`config.mk`:
```
export PLATFORM = sky130hd
export DESIGN_NAME = vau_div_cell
export DESIGN_NICKNAME = d
export VERILOG_FILES = /design/src/sv/vau_pkg.sv /design/src/sv/vau_div_cell.sv
export SDC_FILE = /design/constraint.sdc
export NUM_CORES = 1
export LEC_CHECK = 0
export BUFFER_PORTS_ARGS = -buffer_cell sky130_fd_sc_hd__buf_2
export CAP_MARGIN = 5
export CORE_AREA = 2 2 327 329
export DETAILED_ROUTE_END_ITERATION = 16
export DIE_AREA = 0 0 329 331
export GPL_TIMING_DRIVEN = 0
export SLEW_MARGIN = 20
export SYNTH_ARGS = -nofsm -noshare
export SYNTH_HDL_FRONTEND = slang
export SYNTH_SLANG_ARGS = --single-unit
```
`constraint.sdc`:
```
create_clock -name i_clk -period 20.7 [get_ports i_clk]
set_input_delay 4.14 -clock i_clk [delete_from_list [all_inputs] [get_ports i_clk]]
set_output_delay 4.14 -clock i_clk [all_outputs]
set_load 0.02 [all_outputs]
```
`src/sv/vau_pkg.sv`:
```
// Shared types, constants and helper functions of the 3D vector unit.
`default_nettype none

package vau_pkg;

    // component format
    localparam int COMP_W = 32;
    localparam int FRAC_W = 16;

    // derived datapath widths
    localparam int PROD_W = 2 * COMP_W;
    localparam int RP_W   = PROD_W - FRAC_W + 1;
    localparam int SAT_W  = RP_W + 3;
    localparam int ROOT_W = COMP_W;
    localparam int RAD_W  = PROD_W;
    localparam int REM_W  = ROOT_W + 2;
    localparam int N_W    = ROOT_W + 1;
    localparam int QUO_W  = FRAC_W + 1;
    localparam int QR_W   = QUO_W + 1;
    localparam int NLANE  = 3;
    localparam int NMUL   = 6;

    localparam logic [PROD_W-1:0] ROUND_HALF = PROD_W'(1) << (FRAC_W - 1);

    typedef enum logic [2:0] {
        OP_ADD   = 3'd0,
        OP_SUB   = 3'd1,
        OP_NEG   = 3'd2,
        OP_SCALE = 3'd3,
        OP_DOT   = 3'd4,
        OP_CROSS = 3'd5,
        OP_NORM  = 3'd6,
        OP_UNIT  = 3'd7
    } t_op;

    // saturated component plus its overflow flag
    typedef struct packed {
        logic              ovf;
        logic [COMP_W-1:0] val;
    } t_sat;

    // per-item results and operand data carried down the whole chain
    typedef struct packed {
        t_op                          op;
        logic [COMP_W-1:0]            res_x;
        logic [COMP_W-1:0]            res_y;
        logic [COMP_W-1:0]            res_z;
        logic [COMP_W-1:0]            res_s;
        logic                         ovf;
        logic                         zero;
        logic [NLANE-1:0][COMP_W-1:0] mag;
        logic [NLANE-1:0]             sgn;
    } t_pay;

    // square root recurrence state
    typedef struct packed {
        logic [RAD_W-1:0]  rad;
        logic [ROOT_W-1:0] root;
        logic [REM_W-1:0]  rem;
    } t_sq;

    // one division lane
    typedef struct packed {
        logic [N_W-1:0]   rem;
        logic             nb;
        logic [QUO_W-1:0] quo;
    } t_dl;

    // division state for all three lanes, common divisor
    typedef struct packed {
        logic [N_W-1:0]        n;
        t_dl [NLANE-1:0]       lane;
    } t_dv;

    // magnitude of a two's complement component
    function automatic logic [COMP_W-1:0] mag_of(input logic [COMP_W-1:0] v);
        return v[COMP_W-1] ? (~v + 1'b1) : v;
    endfunction

    // clamp a wide signed value to the component range
    function automatic t_sat sat_w(input logic [SAT_W-1:0] v);
        logic [SAT_W-1:0] hi;
        logic [SAT_W-1:0] lo;
        t_sat             r;
        hi = {{(SAT_W-COMP_W+1){1'b0}}, {(COMP_W-1){1'b1}}};
        lo = {{(SAT_W-COMP_W+1){1'b1}}, {(COMP_W-1){1'b0}}};
        if ($signed(v) > $signed(hi)) begin
            r.ovf = 1'b1;
            r.val = hi[COMP_W-1:0];
        end else if ($signed(v) < $signed(lo)) begin
            r.ovf = 1'b1;
            r.val = lo[COMP_W-1:0];
        end else begin
            r.ovf = 1'b0;
            r.val = v[COMP_W-1:0];
        end
        return r;
    endfunction

endpackage

`default_nettype wire

```
`src/sv/vau_div_cell.sv`:
```
// One division cell: settles one quotient bit in each of the three lanes.
`default_nettype none

module vau_div_cell (
    input  wire logic          i_clk,
    input  wire logic          i_rst_n,
    input  wire logic          i_vld,
    output logic               o_rdy,
    input  wire vau_pkg::t_pay i_pay,
    input  wire vau_pkg::t_dv  i_dv,
    input  wire logic          i_go,
    output logic               o_vld,
    output vau_pkg::t_pay      o_pay,
    output vau_pkg::t_dv       o_dv
);

    localparam int NW = vau_pkg::N_W;
    localparam int QW = vau_pkg::QUO_W;

    logic r_vld;
    logic go;

    assign go    = !r_vld || i_go;
    assign o_rdy = go;
    assign o_vld = r_vld;

    always_ff @(posedge i_clk) begin
        if (!i_rst_n) begin
            r_vld <= 1'b0;
        end else if (go) begin
            r_vld <= i_vld;
        end
    end

    // restoring step per lane
    vau_pkg::t_dv n_dv;

    always_comb begin
        logic [NW:0] part;
        logic [NW:0] dvs;
        logic [NW:0] diff;
        logic        ge;
        n_dv.n = i_dv.n;
        dvs    = {1'b0, i_dv.n};
        for (int l = 0; l < vau_pkg::NLANE; l++) begin
            part = {i_dv.lane[l].rem, i_dv.lane[l].nb};
            ge   = part >= dvs;
            diff = part - dvs;
            n_dv.lane[l].rem = ge ? diff[NW-1:0] : part[NW-1:0];
            n_dv.lane[l].nb  = 1'b0;
            n_dv.lane[l].quo = {i_dv.lane[l].quo[QW-2:0], ge};
        end
    end

    always_ff @(posedge i_clk) begin
        if (go) begin
            o_pay <= i_pay;
            o_dv  <= n_dv;
        end
    end

endmodule

`default_nettype wire

```
==> results of run 1 <==
area by class of cell:
class	count	area (µm²)
Antenna cell	12	30.0
Buffer	48	259
Clock buffer	60	1350
Clock inverter	36	442
Fill cell	11100	77500
Inverter	69	262
Multi-Input combinational cell	952	6470
Sequential cell	416	12500
Tap cell	1391	1740
Timing Repair Buffer	843	4400
sequential cells by signal, summed over array words and instances (netlist names):
name,flops
o_vld,1
o_pay,232
o_dv,183
report_power, final:
group,internal [µW],switching [µW],total [µW]
logic,188,403,592
registers,1030,23.4,1050
clock network,583,406,989
stage by stage:
step	util, %	hold WS [ps]
after floorplan	-	4240
after global placement	24.2	4320
after detailed placement	24.4	1050
after CTS	26.1	1070
after global routing	26.1	1120
final	26.1	1050
routing by layer:
| metal | vias up | part of all wire (%) |
|---|---|---|
| li1 | 7484 | - |
| met2 | 789 | 53 |
| met3 | 275 | 11 |
| met1 | 8084 | 32 |
| met4 | 80 | 3.7 |
| met5 | - | 0.42 |
path summary, 6_finish.rpt:
| kind | end | slack [ps] | depth (start not counted) |
|---|---|---|---|
| hold / removal | o_pay[64] | 1050 | 1 |
| setup / recovery | o_rdy | 10840 | 5 |
| hold reg to reg | o_pay[64] | 1050 | 1 |
| setup reg to reg | o_dv[25] | 18490 | 4 |
cell usage in the layout, fill, tap and decap left out, drive strengths merged, types with 33 or more instances in the layout:
cell    Yosys  routed
ha         99      99
a21o       45      45
nand2     102     102
xnor2      45      45
buf        20     863
inv        69      74
nor2      105     105
edfxtp    415     415
a21oi     129     129
xor2       33      33
o21ai      95      95
clkbuf     28      88
kinds of logic after synthesis:
logic type / share of synthesized area [%]
buffers and inverters: 2.68
xor gates and xnor gates: 3.51
other: 0.0193
AOI/OAI and AO/OA: 13.6
adders and majority gates: 6.68
DFF: 64.2
and+or+nand+nor: 8.50
muxes: 0.804
==> results.sh, run 1 <==
export IMPL_status="completed"
export IMPL_synth_area_um2=19500
export IMPL_maxCapViolations=0
export IMPL_ys_seq_area_share_pct=64.2
export IMPL_cts_setup_buffers=0
export IMPL_synthArstFlopShare_pct=0
export IMPL_placedInstanceArea_um2=25600
export IMPL_crit_fanout=53
export IMPL_grt_pass1_wl_um=146000
export IMPL_cts_resized_gates=0
export IMPL_p_leak_uw=0.0118
export IMPL_tritoncts="yes"
export IMPL_irDropWorstVdd_v=0.0000644
export IMPL_worst_hold_path_type="reg2reg"
export IMPL_start_kind="input port"
export IMPL_routed_wl_um=116000
export IMPL_cp_startpoint="i_go"
export IMPL_crit_path_end_kind="output pin"
export IMPL_finalSetupTns_ps=0
export IMPL_synth_seq_cells=416
export IMPL_ant_nets=0
export IMPL_cp_cell_sequence="buf_2 > nand2b_4 > buf_16 > buf_16 > buf_2"
export IMPL_dr_pass1_iters=5
export IMPL_met1_usage_pct=19.5
export IMPL_clock_path_buffers=3
export IMPL_power_density_nw_per_um2=96.1
export IMPL_worst_slew_pin_slew_ps=890
export IMPL_ys_warn_count=0
export IMPL_synth_distinct_cells=80
export IMPL_die_area_um2=109000
export IMPL_cts_buffers=53
export IMPL_timing_final_hold_violations=0
export IMPL_wl_per_cell_um=30.4
export IMPL_total_power_uw=2640
export IMPL_maxSlewHeadroom_pct=40.4
export IMPL_place_hpwl_um=99700
export IMPL_grtUsageMet2_pct=38.5
export IMPL_coreArea_um2=105000
export IMPL_yosys_top_cells_area="edfxtp_1 (64%), ha_1 (6.4%), a21oi_1 (3.3%), o21ai_0 (2.3%), nor2_1 (2.0%)"
export IMPL_path_buf_inv=4
export IMPL_num_io_pins=842
export IMPL_grt_max_degree=56
export IMPL_slowest_stage="nand2b_4"
export IMPL_yosysMostFrequentCell="edfxtp_1"
export IMPL_drc=0
export IMPL_antenna_found_initial=123
export IMPL_cts_hold_buf=0
export IMPL_drt_iter0_markers=885
export IMPL_rsz0062_at_grt="no"
export IMPL_grt_ovfl_total=0
export IMPL_initial_core_util_pct=18.5
export IMPL_gp_congestion=0.908
export IMPL_grt_pass1_vias=16200
export IMPL_clock_sinks=416
export IMPL_slowest_delay_ps=520
export IMPL_die_x_um=329
export IMPL_finalSetupViolations=0
export IMPL_synth_top_cells_by_count="edfxtp_1 (415), a21oi_1 (128), nor2_1 (105)"
export IMPL_final_setup_skew_ps=16.3
export IMPL_slew_violations=0
export IMPL_fp_row_count=119
export IMPL_regToRegStartpoint="o_vld"
export IMPL_hold_start="o_vld"
export IMPL_path_delay_family="buffers and inverters"
export IMPL_vias=16700
export IMPL_crit_arrival_ps=5720
export IMPL_use_met3_pct=9.29
export IMPL_fin_nets=2907
export IMPL_avgSynthCellArea_um2=13.1
export IMPL_port_buffers=835
export IMPL_dp_slack_ps=10830
export IMPL_required_ps=16560
export IMPL_synth_main_ff_cell="edfxtp_1"
export IMPL_cts_max_level=2
export IMPL_viasPerCell=4.37
export IMPL_path_clk_slew_ps=60
export IMPL_finalCriticalPeriod_ps=9860
export IMPL_design_area_um2=27400
export IMPL_fmaxAchievable_mhz=101
export IMPL_grt_busiest_layer="met2"
export IMPL_synth_edf_count=415
export IMPL_die_y_um=331
export IMPL_layout_drive_gt1_share_pct=40.5
export IMPL_synth_largest_area_cell="edfxtp_1"
export IMPL_cts_root_buffer_cell="clkbuf_16"
export IMPL_area_growth_pct=41.0
export IMPL_fin_cells=3827
export IMPL_synthCells=1483
export IMPL_worst_slack_ps=10840
export IMPL_post_route_period_util_pct=47.6
export IMPL_dpl_cell_count=3719
export IMPL_grt_usage_pct=20.3
export IMPL_synth_top_cell_area_share_pct=64.1
export IMPL_worstSetupPathType="in2out"
export IMPL_insertion_delay_ps=650
Power figures use the tool's default switching activity.
==> run 2, diff against run 1 <==
ABC_AREA = 1   (was default)
CORE_AREA = 2 2 331 333   (was 2 2 327 329)
DIE_AREA = 0 0 333 335   (was 0 0 329 331)
clock period = 10.14 ns   (was 20.7 ns; I/O delays follow)
==> results.sh, run 2 <==
export IMPL_status="completed"
export IMPL_met1_usage_pct=27.8
export IMPL_gp_congestion=0.970
export IMPL_start_kind="input port"
export IMPL_grt_pass1_wl_um=175000
export IMPL_cts_buffers=54
export IMPL_slew_violations=0
export IMPL_worst_slew_pin_slew_ps=685
export IMPL_path_clk_slew_ps=60
export IMPL_synthCells=2407
export IMPL_final_setup_skew_ps=13.0
export IMPL_power_density_nw_per_um2=185
export IMPL_timing_final_hold_violations=0
export IMPL_area_growth_pct=36.5
export IMPL_maxSlewHeadroom_pct=54.3
export IMPL_crit_arrival_ps=3700
export IMPL_avgSynthCellArea_um2=9.19
export IMPL_synth_largest_area_cell="edfxtp_1"
export IMPL_routed_wl_um=138000
export IMPL_maxCapViolations=0
export IMPL_worstSetupPathType="in2out"
export IMPL_num_io_pins=842
export IMPL_antenna_found_initial=100
export IMPL_grtUsageMet2_pct=39.8
export IMPL_fin_nets=3829
export IMPL_grt_ovfl_total=0
export IMPL_yosysMostFrequentCell="nand2_1"
export IMPL_cts_root_buffer_cell="clkbuf_16"
export IMPL_total_power_uw=5580
export IMPL_initial_core_util_pct=20.5
export IMPL_crit_path_end_kind="output pin"
export IMPL_cts_hold_buf=0
export IMPL_grt_pass1_vias=19400
export IMPL_port_buffers=835
export IMPL_clock_path_buffers=3
export IMPL_ys_seq_area_share_pct=56.4
export IMPL_worst_hold_path_type="reg2reg"
export IMPL_place_hpwl_um=118000
export IMPL_drt_iter0_markers=1601
export IMPL_layout_drive_gt1_share_pct=30.8
export IMPL_synth_top_cells_by_count="nand2_1 (877), edfxtp_1 (415), inv_1 (410)"
export IMPL_grt_busiest_layer="met2"
export IMPL_grt_max_degree=84
export IMPL_slowest_delay_ps=390
export IMPL_final_common_cell="nand2_1"
export IMPL_whs_ps=1020
export IMPL_die_area_um2=112000
export IMPL_ys_warn_count=0
export IMPL_final_cell_mix="nand2_1 (876), buf_2 (853), edfxtp_1 (415), inv_1 (410), nand3_1 (184)"
export IMPL_fp_row_count=121
export IMPL_irDropWorstVdd_v=0.000117
export IMPL_wl_per_cell_um=28.8
export IMPL_finalSetupViolations=0
export IMPL_die_x_um=333
export IMPL_drc=0
export IMPL_coreArea_um2=108000
export IMPL_synth_edf_count=415
export IMPL_synth_top_cell_area_share_pct=56.3
export IMPL_p_leak_uw=0.0152
export IMPL_slowest_stage="buf_16"
export IMPL_synth_area_um2=22100
export IMPL_crit_fanout=77
export IMPL_finalSetupTns_ps=0
export IMPL_fmaxAchievable_mhz=175
export IMPL_synth_seq_cells=416
export IMPL_synth_distinct_cells=36
export IMPL_ant_nets=0
export IMPL_rsz0062_at_grt="no"
export IMPL_cts_max_level=2
export IMPL_dr_pass1_iters=7
export IMPL_top_register="o_pay"
export IMPL_largest_register_ffs=232
export IMPL_grt_usage_pct=23.8
export IMPL_insertion_delay_ps=640
export IMPL_use_met3_pct=9.17
export IMPL_tritoncts="yes"
export IMPL_required_ps=8110
export IMPL_finalCriticalPeriod_ps=5730
export IMPL_viasPerCell=4.30
export IMPL_synthArstFlopShare_pct=0
export IMPL_post_route_period_util_pct=56.5
export IMPL_cts_setup_buffers=0
export IMPL_clock_sinks=416
export IMPL_cts_resized_gates=0
export IMPL_yosys_top_cells_area="edfxtp_1 (56%), nand2_1 (15%), inv_1 (7.0%), ha_1 (5.6%), nand3_1 (4.2%)"
export IMPL_cp_cell_sequence="buf_2 > inv_1 > nand2_8 > buf_16 > buf_16 > buf_2"
export IMPL_vias=20600
export IMPL_synth_main_ff_cell="edfxtp_1"
export IMPL_die_y_um=335
## run 2: cell type report
| cell class | count | area [µm²] |
|---|---|---|
| multi-input cells | 1546 | 7870 |
| inverters | 416 | 1560 |
| fillers | 11700 | 77900 |
| diodes | 19 | 47.5 |
| clock inverters | 35 | 519 |
| repair buffers | 840 | 4320 |
| clock buffers | 62 | 1400 |
| plain buffers | 31 | 240 |
| flip-flops and latches | 416 | 12500 |
| well taps | 1414 | 1770 |
## run 2: logic make-up (layout without fill, tap and decap cells)
group | Yosys count | in the layout | synth area share (%)
adder cells (fa/ha/maj) | 102 | 102 | 5.87
flip-flops | 416 | 416 | 56.4
AO/OA/AOI/OAI | 73 | 73 | 1.74
other | 1 | 22 | 0.0169
XOR/XNOR | 42 | 42 | 1.66
buffers and inverters | 447 | 1384 | 8.14
AND/OR/NAND/NOR | 1326 | 1326 | 26.2
## run 2: per-stage QoR
stage | utilization (%) | instance area, µm² | setup slack (ps) | instances
final | 27.9 | 30200 | 4410 | 4779
after global routing | 27.9 | 30200 | 4300 | 4762
after CTS | 27.9 | 30200 | 4390 | 4760
after detailed placement | 26.1 | 28200 | 4400 | 4663
after global placement | 26.0 | 28100 | -2650 | 4658
after floorplan | - | 22100 | 1090 | 2409
## run 2: critical path: cells and delay by family
| family | cells | cell delay (ps) |
|---|---|---|
| simple gates | 1 | 320 |
| buf+inv | 5 | 1170 |
## run 2: final timing paths
path | startpoint | to | slack [ps] | cells past startpoint
worst min register to register | o_vld | o_pay[4] | 1020 | 1
worst max register to register | o_vld | o_dv[39] | 7630 | 4
worst max-delay path | i_go | o_rdy | 4410 | 6
worst min-delay path | o_vld | o_pay[4] | 1020 | 1
## run 2: report_power, final
part           internal, µW  switching (µW)  total, µW
registers              2090            60.5       2160
logic                   371             909       1280
clock network          1320             825       2140
## run 2: metal layers
layer | up-vias | share of wire [%] | wire length [µm]
li1 | 9601 | - | -
met1 | 9734 | 39 | 53100
met2 | 983 | 47 | 64500
met3 | 203 | 10 | 14400
met4 | 46 | 3.9 | 5300
met5 | - | 0.21 | 291
