### config.mk
export PLATFORM = sky130hd
export DESIGN_NAME = vau_sqrt_cell
export DESIGN_NICKNAME = d
export VERILOG_FILES = /design/src/sv/vau_pkg.sv /design/src/sv/vau_sqrt_cell.sv
export SDC_FILE = /design/constraint.sdc
export NUM_CORES = 1
export LEC_CHECK = 0
export BUFFER_PORTS_ARGS = -buffer_cell sky130_fd_sc_hd__buf_2
export CAP_MARGIN = 30
export CORE_AREA = 5 5 281 283
export DETAILED_ROUTE_END_ITERATION = 8
export DIE_AREA = 0 0 286 288
export SYNTH_ARGS = -nofsm -noshare
export SYNTH_HDL_FRONTEND = slang
export SYNTH_SLANG_ARGS = --single-unit
### constraint.sdc
create_clock -name i_clk -period 26.4 [get_ports i_clk]
set_clock_uncertainty 0.1 [all_clocks]
set_input_delay 3.96 -clock i_clk [delete_from_list [all_inputs] [get_ports i_clk]]
set_output_delay 3.96 -clock i_clk [all_outputs]
set_load 0.02 [all_outputs]
### src/sv/vau_pkg.sv
// Shared types, constants and helper functions of the 3D vector unit.
`default_nettype none

package vau_pkg;

    // component format
    localparam int COMP_W = 32;
    localparam int FRAC_W = 16;

    // derived datapath widths
    localparam int PROD_W = 2 * COMP_W;
    localparam int RP_W   = PROD_W - FRAC_W + 1;
    localparam int SAT_W  = RP_W + 3;
    localparam int ROOT_W = COMP_W;
    localparam int RAD_W  = PROD_W;
    localparam int REM_W  = ROOT_W + 2;
    localparam int N_W    = ROOT_W + 1;
    localparam int QUO_W  = FRAC_W + 1;
    localparam int QR_W   = QUO_W + 1;
    localparam int NLANE  = 3;
    localparam int NMUL   = 6;

    localparam logic [PROD_W-1:0] ROUND_HALF = PROD_W'(1) << (FRAC_W - 1);

    typedef enum logic [2:0] {
        OP_ADD   = 3'd0,
        OP_SUB   = 3'd1,
        OP_NEG   = 3'd2,
        OP_SCALE = 3'd3,
        OP_DOT   = 3'd4,
        OP_CROSS = 3'd5,
        OP_NORM  = 3'd6,
        OP_UNIT  = 3'd7
    } t_op;

    // saturated component plus its overflow flag
    typedef struct packed {
        logic              ovf;
        logic [COMP_W-1:0] val;
    } t_sat;

    // per-item results and operand data carried down the whole chain
    typedef struct packed {
        t_op                          op;
        logic [COMP_W-1:0]            res_x;
        logic [COMP_W-1:0]            res_y;
        logic [COMP_W-1:0]            res_z;
        logic [COMP_W-1:0]            res_s;
        logic                         ovf;
        logic                         zero;
        logic [NLANE-1:0][COMP_W-1:0] mag;
        logic [NLANE-1:0]             sgn;
    } t_pay;

    // square root recurrence state
    typedef struct packed {
        logic [RAD_W-1:0]  rad;
        logic [ROOT_W-1:0] root;
        logic [REM_W-1:0]  rem;
    } t_sq;

    // one division lane
    typedef struct packed {
        logic [N_W-1:0]   rem;
        logic             nb;
        logic [QUO_W-1:0] quo;
    } t_dl;

    // division state for all three lanes, common divisor
    typedef struct packed {
        logic [N_W-1:0]        n;
        t_dl [NLANE-1:0]       lane;
    } t_dv;

    // magnitude of a two's complement component
    function automatic logic [COMP_W-1:0] mag_of(input logic [COMP_W-1:0] v);
        return v[COMP_W-1] ? (~v + 1'b1) : v;
    endfunction

    // clamp a wide signed value to the component range
    function automatic t_sat sat_w(input logic [SAT_W-1:0] v);
        logic [SAT_W-1:0] hi;
        logic [SAT_W-1:0] lo;
        t_sat             r;
        hi = {{(SAT_W-COMP_W+1){1'b0}}, {(COMP_W-1){1'b1}}};
        lo = {{(SAT_W-COMP_W+1){1'b1}}, {(COMP_W-1){1'b0}}};
        if ($signed(v) > $signed(hi)) begin
            r.ovf = 1'b1;
            r.val = hi[COMP_W-1:0];
        end else if ($signed(v) < $signed(lo)) begin
            r.ovf = 1'b1;
            r.val = lo[COMP_W-1:0];
        end else begin
            r.ovf = 1'b0;
            r.val = v[COMP_W-1:0];
        end
        return r;
    endfunction

endpackage

`default_nettype wire

### src/sv/vau_sqrt_cell.sv
// One square root cell: settles one root bit per item.
`default_nettype none

module vau_sqrt_cell (
    input  wire logic          i_clk,
    input  wire logic          i_rst_n,
    input  wire logic          i_vld,
    output logic               o_rdy,
    input  wire vau_pkg::t_pay i_pay,
    input  wire vau_pkg::t_sq  i_sq,
    input  wire logic          i_go,
    output logic               o_vld,
    output vau_pkg::t_pay      o_pay,
    output vau_pkg::t_sq       o_sq
);

    localparam int TW = vau_pkg::REM_W + 2;

    logic r_vld;
    logic go;

    assign go    = !r_vld || i_go;
    assign o_rdy = go;
    assign o_vld = r_vld;

    always_ff @(posedge i_clk) begin
        if (!i_rst_n) begin
            r_vld <= 1'b0;
        end else if (go) begin
            r_vld <= i_vld;
        end
    end

    // trial subtract of (root*4+1) from the remainder with two new bits
    vau_pkg::t_sq n_sq;

    always_comb begin
        logic [TW-1:0] part;
        logic [TW-1:0] trial;
        logic [TW-1:0] diff;
        logic          ge;
        part  = {i_sq.rem, i_sq.rad[vau_pkg::RAD_W-1 -: 2]};
        trial = {{(TW-vau_pkg::ROOT_W-2){1'b0}}, i_sq.root, 2'b01};
        ge    = part >= trial;
        diff  = part - trial;
        n_sq.rem  = ge ? diff[vau_pkg::REM_W-1:0] : part[vau_pkg::REM_W-1:0];
        n_sq.root = {i_sq.root[vau_pkg::ROOT_W-2:0], ge};
        n_sq.rad  = {i_sq.rad[vau_pkg::RAD_W-3:0], 2'b00};
    end

    always_ff @(posedge i_clk) begin
        if (go) begin
            o_pay <= i_pay;
            o_sq  <= n_sq;
        end
    end

endmodule

`default_nettype wire

==> results_dict.tcl, run 1 <==
set metrics [dict create \
    seq_area_frac_synth_pct 81.9 \
    htree_levels 2 \
    fp.dieH_um 288 \
    final_nets 1905 \
    reg2reg_setup_slack_ps 23800 \
    place_congestion 0.920 \
    grt_usage_pct 12.7 \
    setup_slack_ps 17870 \
    vias 9772 \
    cts_num_sinks 361 \
    ctsResizeCount 0 \
    post-route-min-period_ps 8530 \
    ir_drop_v 0.0000377 \
    synth_cell_types 54 \
    yosys_warnings 0 \
    die_area_um2 82400 \
    fin_setup_tns_ps 0 \
    critPathTopFamily "buffers and inverters" \
    hpwl_um 46100 \
    antenna_left 0 \
    reg2reg_depth 3 \
    fp.dieW_um 286 \
    hold_class "reg2reg" \
    min_path_cells 2 \
    initial_core_util_pct 17.3 \
    async_flop_share_pct 0 \
    max_slew.worst_pin.slew_ps 1160 \
    cp-start-kind "input pin" \
    grt_max_degree 172 \
    remaining_drc_errors 0 \
    r2r-end "o_pay[121]$_DFFE_PP_" \
    ys_ff_latch 361 \
    path_clk_slew_ps 60 \
    syn2layout_area_growth_pct 47.6 \
    fin_area_um2 19500 \
    grt_pass1_vias 9976 \
    crit_path_frequent_cell "buf_2" \
    rows 102 \
    cp_data_required_time_ps 22340 \
    synthCells 743 \
    hold_end "o_pay[40]$_DFFE_PP_" \
    utilization_pct 25.5 \
    timing.hold.ws_ps 1070 \
    path_class "in2out" \
    grt_pass1_wl_um 76100 \
    status "finished, final reports clean" \
    setup_violations 0 \
    powerDensity_nw_per_um2 78.2 \
    drt_iter0_markers 715 \
    antenna_found_initial 27 \
    max_stage_delay_ps 200 \
    relSlewSlack_pct 22.9 \
    dp_cells 2446 \
    cp_cell_sequence "buf_2, nand2b_4, buf_2" \
    clk_path_buf_depth 3 \
    cts-root-buf "clkbuf_16" \
    clk_latency_ps 560 \
    placed_area_um2 18100 \
    path_buf_inv 2 \
    pin_count 730 \
    p_leak_nw 8.52 \
    first_pass_iters 5 \
    max_freq_ghz 0.117 \
    numCtsBuffers 45 \
    drv_cap 0 \
    drt_wl_total_um 57000 \
    synth_largest_area_cell "edfxtp_1" \
    fin_crit_sh_pct 32.3 \
    avgViaCountPerCell 3.85 \
    yosysTopAreaCellShare_pct 81.7 \
    core_um2 76400 \
    fin_cells 2537 \
    post_cts_buffers 0 \
    dp_slack_ps 17830 \
    holdBufCountCts 0 \
    cp-end-kind "output port" \
    layout-drive-gt1-share_pct 52.6 \
    wl_per_cell_um 22.4 \
    synth_edf_count 360 \
    syn_area_per_cell_um2 17.8 \
    grt_overflow 0 \
    syn_area_um2 13200 \
    hp-start "o_vld$_SDFFE_PN0P_" \
    cts_tree "built" \
    r2r_start "o_vld$_SDFFE_PN0P_" \
    synth_flop_cell "edfxtp_1" \
    total_power_mw 1.53 \
    rsz0062_at_grt "no" \
    drv_slew 0 \
    cpMaxStageDelayCell "nand2b_4" \
    hold_viol 0 \
    portBuffers 727 \
    synth_area_leaders "edfxtp_1 82%, ha_1 3.2%, a21oi_1 1.7%" \
    cp.depth 3 \
    crit_fanout 3 \
    cp.arrival_ps 4470 \
]
-- synth_stat cells (2+ instances only) --
cell      instances
buf_2             6
nand2b_1          6
edfxtp_1        360
or2_1             2
nand3_1           4
a21o_1           22
a21boi_0          5
ha_1             34
and3_1            6
buf_4             2
buf_6             3
nand2_1          41
clkbuf_1          6
o31a_1            2
and2_1            5
xor2_1           15
a21oi_1          45
o211ai_1          5
o41ai_2           2
o31ai_1           3
xnor2_1          13
nor3_1            9
a31oi_1           6
nor2_1           33
inv_1            42
nand4_1           8
o21ai_0          31
-- cell type report --
class                           count  area, um2
Fill cell                        7970      56900
Sequential cell                   361      10800
Timing Repair Buffer              732       3690
Multi-Input combinational cell    322       2140
Tap cell                          988       1240
Clock buffer                       54       1180
Clock inverter                     27        262
Inverter                           43        161
Antenna cell                       10       25.0
-- cells in the final DEF (no fill, tap or decap), types with 2 or more instances in the layout --
master	count
o31a_1	2
o31ai_1	3
inv_8	2
conb_1	2
or2_1	2
bufinv_16	3
diode_2	10
xnor2_1	13
a21o_1	22
clkbuf_1	8
o21ai_0	31
ha_1	34
clkinv_4	2
buf_2	727
nor2_1	33
clkinv_1	5
a31oi_1	6
o211ai_1	5
edfxtp_1	360
clkinv_2	9
a21boi_0	5
nand2_1	41
nor3_1	9
and2_1	5
clkinvlp_4	3
nand3_1	4
clkbuf_16	46
inv_1	42
a21oi_1	45
buf_4	4
nand4_1	8
and3_1	6
nand2b_1	5
o41ai_2	2
xor2_1	15
-- routing by layer --
metal | GRT usage (%) | vias up | part of all wire, %
met1 | 13.9 | 4770 | 36
li1 | - | 4384 | -
met2 | 22.7 | 490 | 51
met5 | 0 | - | 0.15
met4 | 3.68 | 12 | 3.2
met3 | 5.04 | 116 | 9.1
-- power by group --
group	total [mW]	switching [mW]	leakage, nW	internal, mW
registers	0.700	0.0141	3.74	0.686
logic	0.224	0.150	4.08	0.0737
clock network	0.603	0.251	0.704	0.352
-- flip-flops by register name, summed over array words and instances, names as in the netlist --
register  count
o_vld         1
o_sq        128
o_pay       232
-- worst register-to-register path: stages (launching register included) --
cell and delay, ps:
dfxtp_1 330, nand2b_4 170, buf_4 640, buf_4 880
-- logic make-up (layout without fill, tap and decap cells) --
kind of cell / Yosys count / in the layout / share of synthesized area (%)
xor gates and xnor gates: 28 / 28 / 1.85
other: 1 / 12 / 0.0284
buffers and inverters: 61 / 856 / 2.02
and+or+nand+nor: 119 / 119 / 4.17
adders and majority gates: 34 / 34 / 3.22
DFF: 361 / 361 / 81.9
muxes: 1 / 1 / 0.0757
AOI/OAI and AO/OA: 138 / 138 / 6.75
-- worst max-delay path by stage --
stage | from | to | slack [ps]
detailed placement | i_go | o_rdy | 17830
floorplan | i_go | o_rdy | 9630
global route | i_go | o_rdy | 17800
global placement | i_go | o_rdy | 17820
CTS | i_go | o_rdy | 17820
finish | i_go | o_rdy | 17870
Note: power is estimated with default switching activity, not from simulation.
==> run 2, diff against run 1 <==
- CORE_AREA: 5 5 281 283 -> 5 5 282 284
- DIE_AREA: 0 0 286 288 -> 0 0 287 289
- clock period: 26.4 -> 7.27 ns (I/O delays scaled with it)
==> results_dict.tcl, run 2 (same netlist as run 1, synthesis figures left out) <==
set metrics [dict create \
    final_cell_mix "727 x buf_2, 360 x edfxtp_1, 45 x a21oi_1, 44 x clkbuf_16, 42 x inv_1" \
    timing.hold.ws_ps 568 \
    crit_fanout 38 \
    first_pass_iters 5 \
    remaining_drc_errors 0 \
    critPathLaunch "i_sq[41]" \
    layout_commonest_cell "buf_2" \
    htree_levels 2 \
    post-route-min-period_ps 4170 \
    max_stage_delay_ps 610 \
    hold_end "o_sq[94]$_DFFE_PP_" \
    post_cts_buffers 0 \
    cts-root-buf "clkbuf_16" \
    syn2layout_area_growth_pct 48.5 \
    rsz0062_at_grt "no" \
    r2r_start "o_vld$_SDFFE_PN0P_" \
    num-fill-cells 8058 \
    hp-start "i_sq[92]" \
    drt_iter0_markers 663 \
    path_buf_inv 3 \
    fp.dieW_um 287 \
    route.met2.wl_um 29200 \
    drt_wl_total_um 58300 \
    layout-drive-gt1-share_pct 53.0 \
    grt_usage_pct 12.8 \
    p_leak_nw 8.55 \
    cp-end-kind "register" \
    p_seq_share_pct 45.1 \
    clk_latency_ps 590 \
    routed.top_layer "met5" \
    cts_tree "built" \
    drv_cap 0 \
    fp.dieH_um 289 \
    wl_met3_um 6320 \
    rows 102 \
    clk_path_buf_depth 3 \
    pin_count 730 \
    antenna_left 0 \
    initial_core_util_pct 17.2 \
    cts_num_sinks 361 \
    p_clk_share_pct 40.4 \
    fin_crit_sh_pct 57.4 \
    vias 9763 \
    grt_pass1_vias 10045 \
    cp.arrival_ps 4360 \
    critPathTopFamily "compound AO/OA/AOI/OAI gates" \
    place_congestion 0.860 \
    p_sw_mw 1.56 \
    max_freq_ghz 0.240 \
    setup_violations 0 \
    wl_per_cell_um 22.6 \
    portBuffers 727 \
    grt_overflow 0 \
    cp_cell_sequence "buf_2, inv_1, ha_1, a21o_1, o41ai_1, o211ai_1, a211oi_1, o21a_2, inv_2, nor2_1, a21oi_1" \
    antenna_found_initial 23 \
    die_area_um2 82900 \
    core_um2 76800 \
    cp_data_required_time_ps 7460 \
    final_nets 1903 \
    hold_class "in2reg" \
    holdBufCountCts 0 \
    path_clk_slew_ps 60 \
    hold_viol 0 \
    grt_max_degree 148 \
    numCtsBuffers 44 \
    cp-start-kind "input pin" \
    fin_setup_tns_ps 0 \
    reg2reg_depth 3 \
    cpMaxStageDelayCell "o21a_2" \
    wl_met1_um 20000 \
    status "finished, final reports clean" \
    hpwl_um 47100 \
    combPwrFrac_pct 14.5 \
    fin_area_um2 19600 \
    placed_area_um2 18100 \
    largest-register "o_pay" \
    p_int_mw 4.08 \
    powerDensity_nw_per_um2 287 \
    swShare_pct 27.7 \
    avgViaCountPerCell 3.78 \
    largest_register_ffs 232 \
    grt_pass1_wl_um 76000 \
    r2r-end "o_sq[70]$_DFFE_PP_" \
    path_class "in2reg" \
    reg2reg_setup_slack_ps 5000 \
    min_path_cells 1 \
    max_slew.worst_pin.slew_ps 842 \
    drv_slew 0 \
    ctsResizeCount 0 \
    ir_drop_v 0.000155 \
    relSlewSlack_pct 43.9 \
]
[run 2: worst max path at each step]
stage / end / slack, ps / depth (start not counted)
finish: o_sq[2]$_DFFE_PP_ / 3100 / 11
CTS: o_sq[27]$_DFFE_PP_ / 3180 / 11
global route: o_sq[29]$_DFFE_PP_ / 2890 / 11
detailed placement: o_sq[2]$_DFFE_PP_ / 2540 / 11
floorplan: o_rdy / 410 / 1
global placement: o_sq[9]$_DFFE_PP_ / 2580 / 10
[run 2: power by group through the flow]
| stage | logic [mW] | registers, mW | clock network, mW |
|---|---|---|---|
| after global placement | 0.822 | 2.58 | 0 |
| after floorplan | 0.199 | 2.82 | 0 |
| after global routing | 0.867 | 2.55 | 2.46 |
| final | 0.816 | 2.54 | 2.28 |
| after CTS | 0.831 | 2.54 | 2.37 |
| after detailed placement | 0.827 | 2.58 | 0 |
[run 2: layout make-up]
type / instances / area, um2 / area share [%]
diodes: 5 / 12.5 / 0.0637
clock buffers: 52 / 1170 / 5.96
clock inverters: 30 / 334 / 1.70
inverters: 43 / 161 / 0.822
multi-input cells: 322 / 2140 / 10.9
flip-flops and latches: 361 / 10800 / 55.1
well taps: 1040 / 1300 / 6.62
repair buffers: 731 / 3690 / 18.8
[run 2: metal layers]
metal	global-route usage, %	vias up
met5	0	-
met4	5.92	22
met3	5.70	103
met2	22.4	519
met1	13.2	4754
li1	-	4365
[run 2: stage by stage]
stage	setup slack, ps	power, mW	util, %	std cells
floorplan	410	3.02	-	744
global placement	2580	3.40	23.6	2497
detailed placement	2540	3.41	23.6	2497
CTS	3180	5.74	25.6	2579
global route	2890	5.88	25.6	2581
finish	3100	5.63	25.6	2584
[run 2: worst register-to-register path: cells and delay by family (launching register included)]
kind / cells / cell delay [ps]
buffers and inverters: 2 / 1190
DFF: 1 / 330
and+or+nand+nor: 1 / 240
==> run 3, diff against run 2 <==
- clock period: 7.27 -> 4.3 ns (I/O delays scaled with it)
==> results_dict.tcl, run 3 (same netlist as run 1, synthesis figures left out) <==
set metrics [dict create \
    p_sw_mw 2.63 \
    combPwrFrac_pct 14.3 \
    drt_iter0_markers 585 \
    timing.hold.ws_ps 138 \
    die_area_um2 82900 \
    max_stage_delay_ps 600 \
    largest-register "o_pay" \
    cpMaxStageDelayCell "inv_2" \
    relSlewSlack_pct 48.1 \
    numCtsBuffers 44 \
    hpwl_um 49000 \
    fin_setup_tns_ps 0 \
    p_leak_nw 8.60 \
    grt_overflow 0 \
    fp.dieW_um 287 \
    powerDensity_nw_per_um2 487 \
    path_clk_slew_ps 60 \
    cts_tree "built" \
    first_pass_iters 5 \
    grt_max_degree 112 \
    hold_viol 0 \
    drt_wl_total_um 60100 \
    cp_cell_sequence "buf_2, inv_1, ha_1, nand2_1, or2_1, nor3_1, a311o_1, a211oi_1, o21a_2, inv_2, a21oi_1" \
    antenna_found_initial 32 \
    crit_fanout 38 \
    pin_count 730 \
    cp-end-kind "register" \
    core_um2 76800 \
    p_int_mw 7.00 \
    drv_slew 0 \
    grt_usage_pct 13.3 \
    ir_drop_v 0.000250 \
    antenna_left 0 \
    grt_pass1_vias 10398 \
    avgViaCountPerCell 3.87 \
    vias 10033 \
    p_seq_share_pct 44.8 \
    cp-start-kind "input pin" \
    swShare_pct 27.3 \
    ctsResizeCount 0 \
    cp.arrival_ps 3480 \
    layout_commonest_cell "buf_2" \
    setup_violations 0 \
    rows 102 \
    grt_pass1_wl_um 79300 \
    rsz0062_at_grt "no" \
    post_cts_buffers 0 \
    syn2layout_area_growth_pct 49.4 \
    status "finished, final reports clean" \
    largest_register_ffs 232 \
    cts_num_sinks 361 \
    drv_cap 0 \
    wl_per_cell_um 23.2 \
    p_clk_share_pct 40.8 \
    cts-root-buf "clkbuf_16" \
    max_slew.worst_pin.slew_ps 777 \
    fp.dieH_um 289 \
    final_cell_mix "727 x buf_2, 360 x edfxtp_1, 45 x a21oi_1, 44 x clkbuf_16, 42 x inv_1" \
    hold_class "in2reg" \
    cp_data_required_time_ps 4450 \
    fin_crit_sh_pct 77.3 \
    path_class "in2reg" \
    post-route-min-period_ps 3330 \
    htree_levels 2 \
    clk_path_buf_depth 3 \
    clk_latency_ps 580 \
    initial_core_util_pct 17.2 \
    final_nets 1911 \
    remaining_drc_errors 0 \
    portBuffers 727 \
    layout-drive-gt1-share_pct 53.4 \
    holdBufCountCts 0 \
    place_congestion 0.881 \
    max_freq_ghz 0.301 \
]
-- run 3: critical path: cells and delay by family --
kind	cells	cell delay, ps
simple gates	3	830
compound gates	4	810
buf+inv	3	730
fa+ha+maj	1	420
-- run 3: path summary, 6_finish.rpt --
check,startpoint,to,slack [ps],depth (start not counted)
max reg2reg,o_vld$_SDFFE_PN0P_,o_pay[204]$_DFFE_PP_,2350,2
min,i_pay[74],o_pay[74]$_DFFE_PP_,140,1
max,i_sq[41],o_sq[15]$_DFFE_PP_,970,11
min reg2reg,o_vld$_SDFFE_PN0P_,o_pay[10]$_DFFE_PP_,1000,1
-- run 3: cell type report --
class / instances / area (um2)
antenna: 7 / 17.5
clock buffer: 45 / 1100
clock inverter: 36 / 443
fill: 8110 / 57100
inverter: 43 / 161
multi-input combinational: 322 / 2140
sequential: 361 / 10800
tap: 1040 / 1300
timing repair buffer: 739 / 3770
-- run 3: through the flow --
| stage | power [mW] | instance area [um2] | worst slack [ps] | std cells | util [%] |
|---|---|---|---|---|---|
| 6_report | 9.63 | 19800 | 974 | 2593 | 25.7 |
| 4_1_cts | 9.81 | 19700 | 1030 | 2586 | 25.7 |
| 5_1_grt | 10.1 | 19800 | 780 | 2588 | 25.7 |
| 3_5_place_dp | 5.78 | 18200 | 443 | 2505 | 23.7 |
| 2_1_floorplan | 5.09 | 13200 | 378 | 744 | - |
| 3_3_place_gp | 5.78 | 18200 | 542 | 2505 | 23.7 |
-- run 3: routing by layer --
metal | wire, um | part of all wire, % | vias to the layer above | track usage (%)
met4 | 2770 | 4.6 | 26 | 5.54
li1 | - | - | 4381 | -
met1 | 21600 | 36 | 4915 | 15.2
met3 | 6980 | 12 | 134 | 5.77
met2 | 28700 | 48 | 577 | 22.1
met5 | 173 | 0.29 | - | 0
-- run 3: power by group through the flow --
stage | Combinational (mW) | Clock, mW | Sequential [mW]
after floorplan | 0.336 | 0 | 4.75
final | 1.38 | 3.93 | 4.32
after CTS | 1.40 | 4.09 | 4.32
after global routing | 1.47 | 4.25 | 4.34
after global placement | 1.39 | 0 | 4.39
after detailed placement | 1.40 | 0 | 4.38
